[config.mk]
export PLATFORM = sky130hd
export DESIGN_NAME = cch_cordic_stage
export DESIGN_NICKNAME = d
export VERILOG_FILES = /design/src/rtl/compass_heading_calc_macros.svh /design/src/rtl/cch_pkg.sv /design/src/rtl/cch_cordic_stage.sv
export SDC_FILE = /design/constraint.sdc
export NUM_CORES = 1
export LEC_CHECK = 0
export BUFFER_PORTS_ARGS = -buffer_cell sky130_fd_sc_hd__buf_2
export CORE_ASPECT_RATIO = 1.5
export CORE_MARGIN = 5
export CORE_UTILIZATION = 43
export CTS_CLUSTER_DIAMETER = 100
export DETAILED_ROUTE_END_ITERATION = 10
export PLACE_DENSITY_LB_ADDON = 0.15
export SLEW_MARGIN = 20
export SYNTH_ARGS = -nofsm -noshare
export SYNTH_HDL_FRONTEND = slang
export SYNTH_SLANG_ARGS = --single-unit
[constraint.sdc]
create_clock -name clk -period 8.8 [get_ports clk]
set_input_delay 1.32 -clock clk [delete_from_list [all_inputs] [get_ports clk]]
set_output_delay 1.32 -clock clk [all_outputs]
set_load 0.05 [all_outputs]
[src/rtl/compass_heading_calc_macros.svh]
// Assertion macros used by the compass heading top level.
`ifndef COMPASS_HEADING_CALC_MACROS_SVH
`define COMPASS_HEADING_CALC_MACROS_SVH

// Implication checked in the same cycle, off during reset.
`define CCH_ASSERT(lbl, ante, cons, msg) \
  lbl: assert property (@(posedge clk) disable iff (rst) (ante) |-> (cons)) else $error(msg);

// Implication with the consequent checked after the delay argument, off during reset.
`define CCH_ASSERT_DLY(lbl, ante, dly, cons, msg) \
  lbl: assert property (@(posedge clk) disable iff (rst) (ante) |-> ##dly (cons)) \
    else $error(msg);

`endif

[src/rtl/cch_pkg.sv]
// Types and constants shared by the compass heading pipeline.
`timescale 1ns / 1ps

package cch_pkg;

  // Angle accumulator: 1/64 degree with 12 fraction bits.
  localparam int ZW         = 28;
  localparam int ANG_FRAC   = 12;
  localparam int GUARD_BITS = 24;
  localparam int ROUND_HALF = 2048;

  localparam int unsigned FULL_TURN = 23040;
  localparam logic signed [ZW-1:0] DEG90 = 28'sd23592960;

  // atan(2^-i) in 1/262144 degree, rounded.
  localparam logic signed [ZW-1:0] ATAN_TAB [24] = '{
    28'sd11796480, 28'sd6963869, 28'sd3679517, 28'sd1867780,
    28'sd937515,   28'sd469214,  28'sd234664,  28'sd117339,
    28'sd58671,    28'sd29335,   28'sd14668,   28'sd7334,
    28'sd3667,     28'sd1833,    28'sd917,     28'sd458,
    28'sd229,      28'sd115,     28'sd57,      28'sd29,
    28'sd14,       28'sd7,       28'sd4,       28'sd2
  };

  typedef enum logic [1:0] {
    REG_OFFSET_X     = 2'd0,
    REG_OFFSET_Y     = 2'd1,
    REG_SCALE_Y      = 2'd2,
    REG_MOUNT_OFFSET = 2'd3
  } cch_reg_t;

  // Flags that travel down the pipeline with each request.
  typedef struct packed {
    logic valid;
    logic zero;
    logic sat;
  } cch_side_t;

endpackage

[src/rtl/cch_cordic_stage.sv]
// One registered vectoring CORDIC iteration.
`timescale 1ns / 1ps

module cch_cordic_stage
  import cch_pkg::*;
#(
  parameter int DW   = 48,
  parameter int STEP = 0
) (
  input  logic                 clk,
  input  logic                 rst,
  input  logic signed [DW-1:0] x_in,
  input  logic signed [DW-1:0] y_in,
  input  logic signed [ZW-1:0] z_in,
  input  cch_side_t            side_in,
  output logic signed [DW-1:0] x_out,
  output logic signed [DW-1:0] y_out,
  output logic signed [ZW-1:0] z_out,
  output cch_side_t            side_out
);

  logic signed [DW-1:0] dx;
  logic signed [DW-1:0] dy;
  logic                 y_pos;

  assign dx    = y_in >>> STEP;
  assign dy    = x_in >>> STEP;
  assign y_pos = !y_in[DW-1] && (y_in != '0);

  always_ff @(posedge clk) begin
    if (y_pos) begin
      x_out <= x_in + dx;
      y_out <= y_in - dy;
      z_out <= z_in + ATAN_TAB[STEP];
    end else begin
      x_out <= x_in - dx;
      y_out <= y_in + dy;
      z_out <= z_in - ATAN_TAB[STEP];
    end
    if (rst) begin
      side_out.valid <= 1'b0;
    end else begin
      side_out <= side_in;
    end
  end

endmodule

==> PnR_summary.wiki <==
{| class="wikitable"
! Metric !! Value
|-
| Clock-pin slew reported for the worst setup and hold paths after clock tree synthesis || 0.07 ns
|-
| Number of cells produced by synthesis || 1,588
|-
| DR WL met3 || around 3000 µm
|-
| Combinational fraction of design power || 0.480
|-
| Remaining max-slew budget at the tightest pin || 0.285
|-
| Die outline width || 146 µm
|-
| Number of top-level design ports || 256
|-
| Die Height || approximately 210 µm
|-
| Category of the critical setup timing path || in2reg
|-
| Final Instance Count excl. Fillers || approximately 2,200
|-
| Top flip-flop cell by instance count after synthesis || sky130_fd_sc_hd__dfxtp_1
|-
| Number of synthesized flops with an enable pin || 2
|-
| Number of warning messages in the yosys log || 0
|-
| Post-cts repair resize count || 0
|-
| PwrDens || 199 nW/µm²
|-
| Number of placement rows || 74
|-
| Capturing element type of the critical path || register
|-
| Switching share of total power || 0.471
|-
| Placed cell areas || 13,300 µm²
|-
| Setup Total Neg Slack || 0 ns
|-
| Maximum operating frequency || 0.203 GHz
|-
| Clock sink total || 126
|-
| Highest metal layer with signal wires || met4
|-
| Post-synthesis register bit count || roughly 130
|-
| Max Fanout on Critical Path || 5
|-
| CTS tree || built
|-
| Sequential area share after synthesis || 0.214
|-
| Synth unique cells || 74
|-
| GRT Residual Overflow || 0
|-
| Area of the mapped netlist || 11,900 µm²
|-
| Outcome || finished, final reports clean
|-
| Dominant delay contributor by cell family on the critical path || compound AO/OA/AOI/OAI gates
|-
| Area of all placed cells without fillers || 13,900 µm²
|-
| Average cell area after synthesis || 7.48 µm²
|-
| Via Count || 12,700
|-
| Share of the cycle needed by the critical path after routing || 0.560
|-
| Data required time of the critical path || 9.10 ns
|-
| Via count of the first global-routing pass || 12,600
|-
| Final wirelength || 47,600 µm
|-
| Drt pass-1 iters || 6
|-
| Final critical-path required period || slightly below 5 ns
|-
| Met2 wire length || 24,100 µm
|-
| Root cell of the clock tree || sky130_fd_sc_hd__clkbuf_16
|-
| Internal power || 1.47 mW
|-
| Number of cells after detailed placement || 2,119
|-
| CORE AREA || about 27,000 µm²
|-
| Total track usage || 0.293
|-
| Routed length on met1 || roughly 17,000 µm
|-
| Number of vias per cell after detailed routing || 5.91
|-
| Detailed-route wire length per cell || ~22 µm
|-
| Total net switching power || 1.31 mW
|-
| Most numerous cell on the critical path || sky130_fd_sc_hd__a21oi_1
|-
| Count of H-tree levels built during CTS || 4
|-
| Leak || roughly 6.4 nW
|-
| Min-delay worst type || in2reg
|-
| Buf+Inv Stages, Crit Path || 1
|-
| Cell type of the slowest stage on the worst timing path || sky130_fd_sc_hd__o31ai_1
|-
| Max Cap Viol || 0
|-
| Clk buf depth || 2
|-
| Delay of the slowest cell on the worst path || 0.79 ns
|-
| First-pass GRT wire length || between 70,000 and 80,000 µm
|-
| Number of buffers inserted by hold repair at cts || 0
|-
| Starting Density || 0.437
|-
| Proportion of layout cells with a drive suffix above 1 || 0.175
|-
| Crit path cell chain || buf_2 -> ha_1 -> fa_1 -> nand2b_1 -> a21oi_1 -> o21ai_0 -> o31ai_1 -> a31oi_1 -> o21ai_1 -> a21oi_1 -> mux2i_1 -> a2111oi_0
|-
| Hold Violations, Final || 0
|-
| P&R area growth vs syn || 17.3%
|-
| Initial antenna violation count || 3
|-
| Clock network fraction of design power || 0.259
|-
| Unrepaired setup endpoints after global routing || false
|-
| Largest net degree at the start of global routing || 70
|-
| Sequential group share of total power || 0.261
|-
| Post-CTS Repair Setup Buffers || 0
|-
| Routability congestion estimate from global placement || 0.958
|-
| Critical Path Start Type || primary input
|-
| Violation count after the first detailed-route iteration || 1,006
|-
| Number of nets in the layout || 2,078
|-
| Max rail drop VDD || 0.154 mV
|-
| Synthesized netlist net count || about 1,900
|-
| Die area || 31,100 µm²
|-
| Number of buffers inserted during clock tree synthesis || 17
|-
| Drc violations || 0
|-
| Pins over their slew limit || 0
|-
| Detailed Place HPWL || ~39,000 µm
|-
| Final antenna-violating net count || 0
|-
| Final setup violating endpoints || 0
|-
| Port bufs || 255
|-
| Worst Path Arrival || between 5 and 6 ns
|-
| Ys async rst share || 0
|-
| Worst-Margin Slew || 1.07 ns
|}
[power groups by stage]
stage	Clock [mW]	Combinational, mW	Sequential, mW
after floorplan	0	0.518	1.17
final	0.719	1.33	0.724
after global placement	0	1.32	0.735
after global routing	0.759	1.41	0.736
after detailed placement	0	1.32	0.737
after CTS	0.739	1.33	0.726
[cell families after synthesis]
group / Yosys count / share of synthesized area
fa+ha+maj: 153 / 0.164
xor+xnor: 99 / 0.0730
flops: 126 / 0.214
buf+inv: 225 / 0.0734
mux: 30 / 0.0253
compound gates: 548 / 0.283
simple gates: 407 / 0.168
[cell type report]
class	instances	area [µm²]
antenna	3	7.51
tap	342	428
clock buffer	18	429
sequential	126	2540
clock inverter	14	156
multi-input combinational	1237	8480
fill	2835	13300
inverter	152	571
timing repair buffer	262	1330
[metal layers]
metal | vias to the layer above | global-route usage
li1 | 6048 | -
met3 | 169 | 0.0529
met4 | 0 | 0.197
met2 | 615 | 0.541
met5 | - | 0
met1 | 5906 | 0.300
[Yosys cell counts, drive strengths merged (20+ instances only)]
library cell  number  area [µm²]
nand3             20         100
mux2i             30         300
a21o              21         158
o21bai            51         383
dfxtp            124        2480
inv              148         556
clkbuf            46         173
o31ai             22         170
o21ai            128         644
ha               149        1860
nor4              29         181
xnor2             85         744
a21oi            203        1020
nor2b             20         125
nor3              29         145
nand4             35         234
buf               27         129
nand2             95         357
nor2             128         480
[placed cells by master (no fill, tap or decap), types with 51 or more instances in the layout]
cell / Yosys / routed
sky130_fd_sc_hd__nand2_1: 95 / 95
sky130_fd_sc_hd__o21bai_1: 51 / 51
sky130_fd_sc_hd__xnor2_1: 85 / 85
sky130_fd_sc_hd__ha_1: 149 / 149
sky130_fd_sc_hd__inv_1: 147 / 147
sky130_fd_sc_hd__dfxtp_1: 124 / 124
sky130_fd_sc_hd__buf_2: 16 / 255
sky130_fd_sc_hd__o21ai_0: 123 / 123
sky130_fd_sc_hd__a21oi_1: 203 / 203
sky130_fd_sc_hd__nor2_1: 128 / 128
[flip-flops by register name (all words and copies together) (netlist names)]
signal	cells
y_out	48
x_out	47
z_out	28
side_out	3
[metrics by stage]
stage	hold slack (ns)	setup WS, ns	power, mW	utilization
after floorplan	1.35	4.44	1.69	-
after global placement	1.42	3.50	2.06	0.490
after detailed placement	1.42	3.50	2.06	0.490
after CTS	0.946	3.97	2.79	0.512
after global routing	0.957	3.68	2.90	0.512
final	0.966	3.87	2.78	0.512
[worst paths after layout]
path,from,end,slack [ns],cells after the start
max,y_in[0],x_out[38],3.87,12
min,z_in[5],z_out[5],0.97,1
Power figures use the tool's default switching activity.
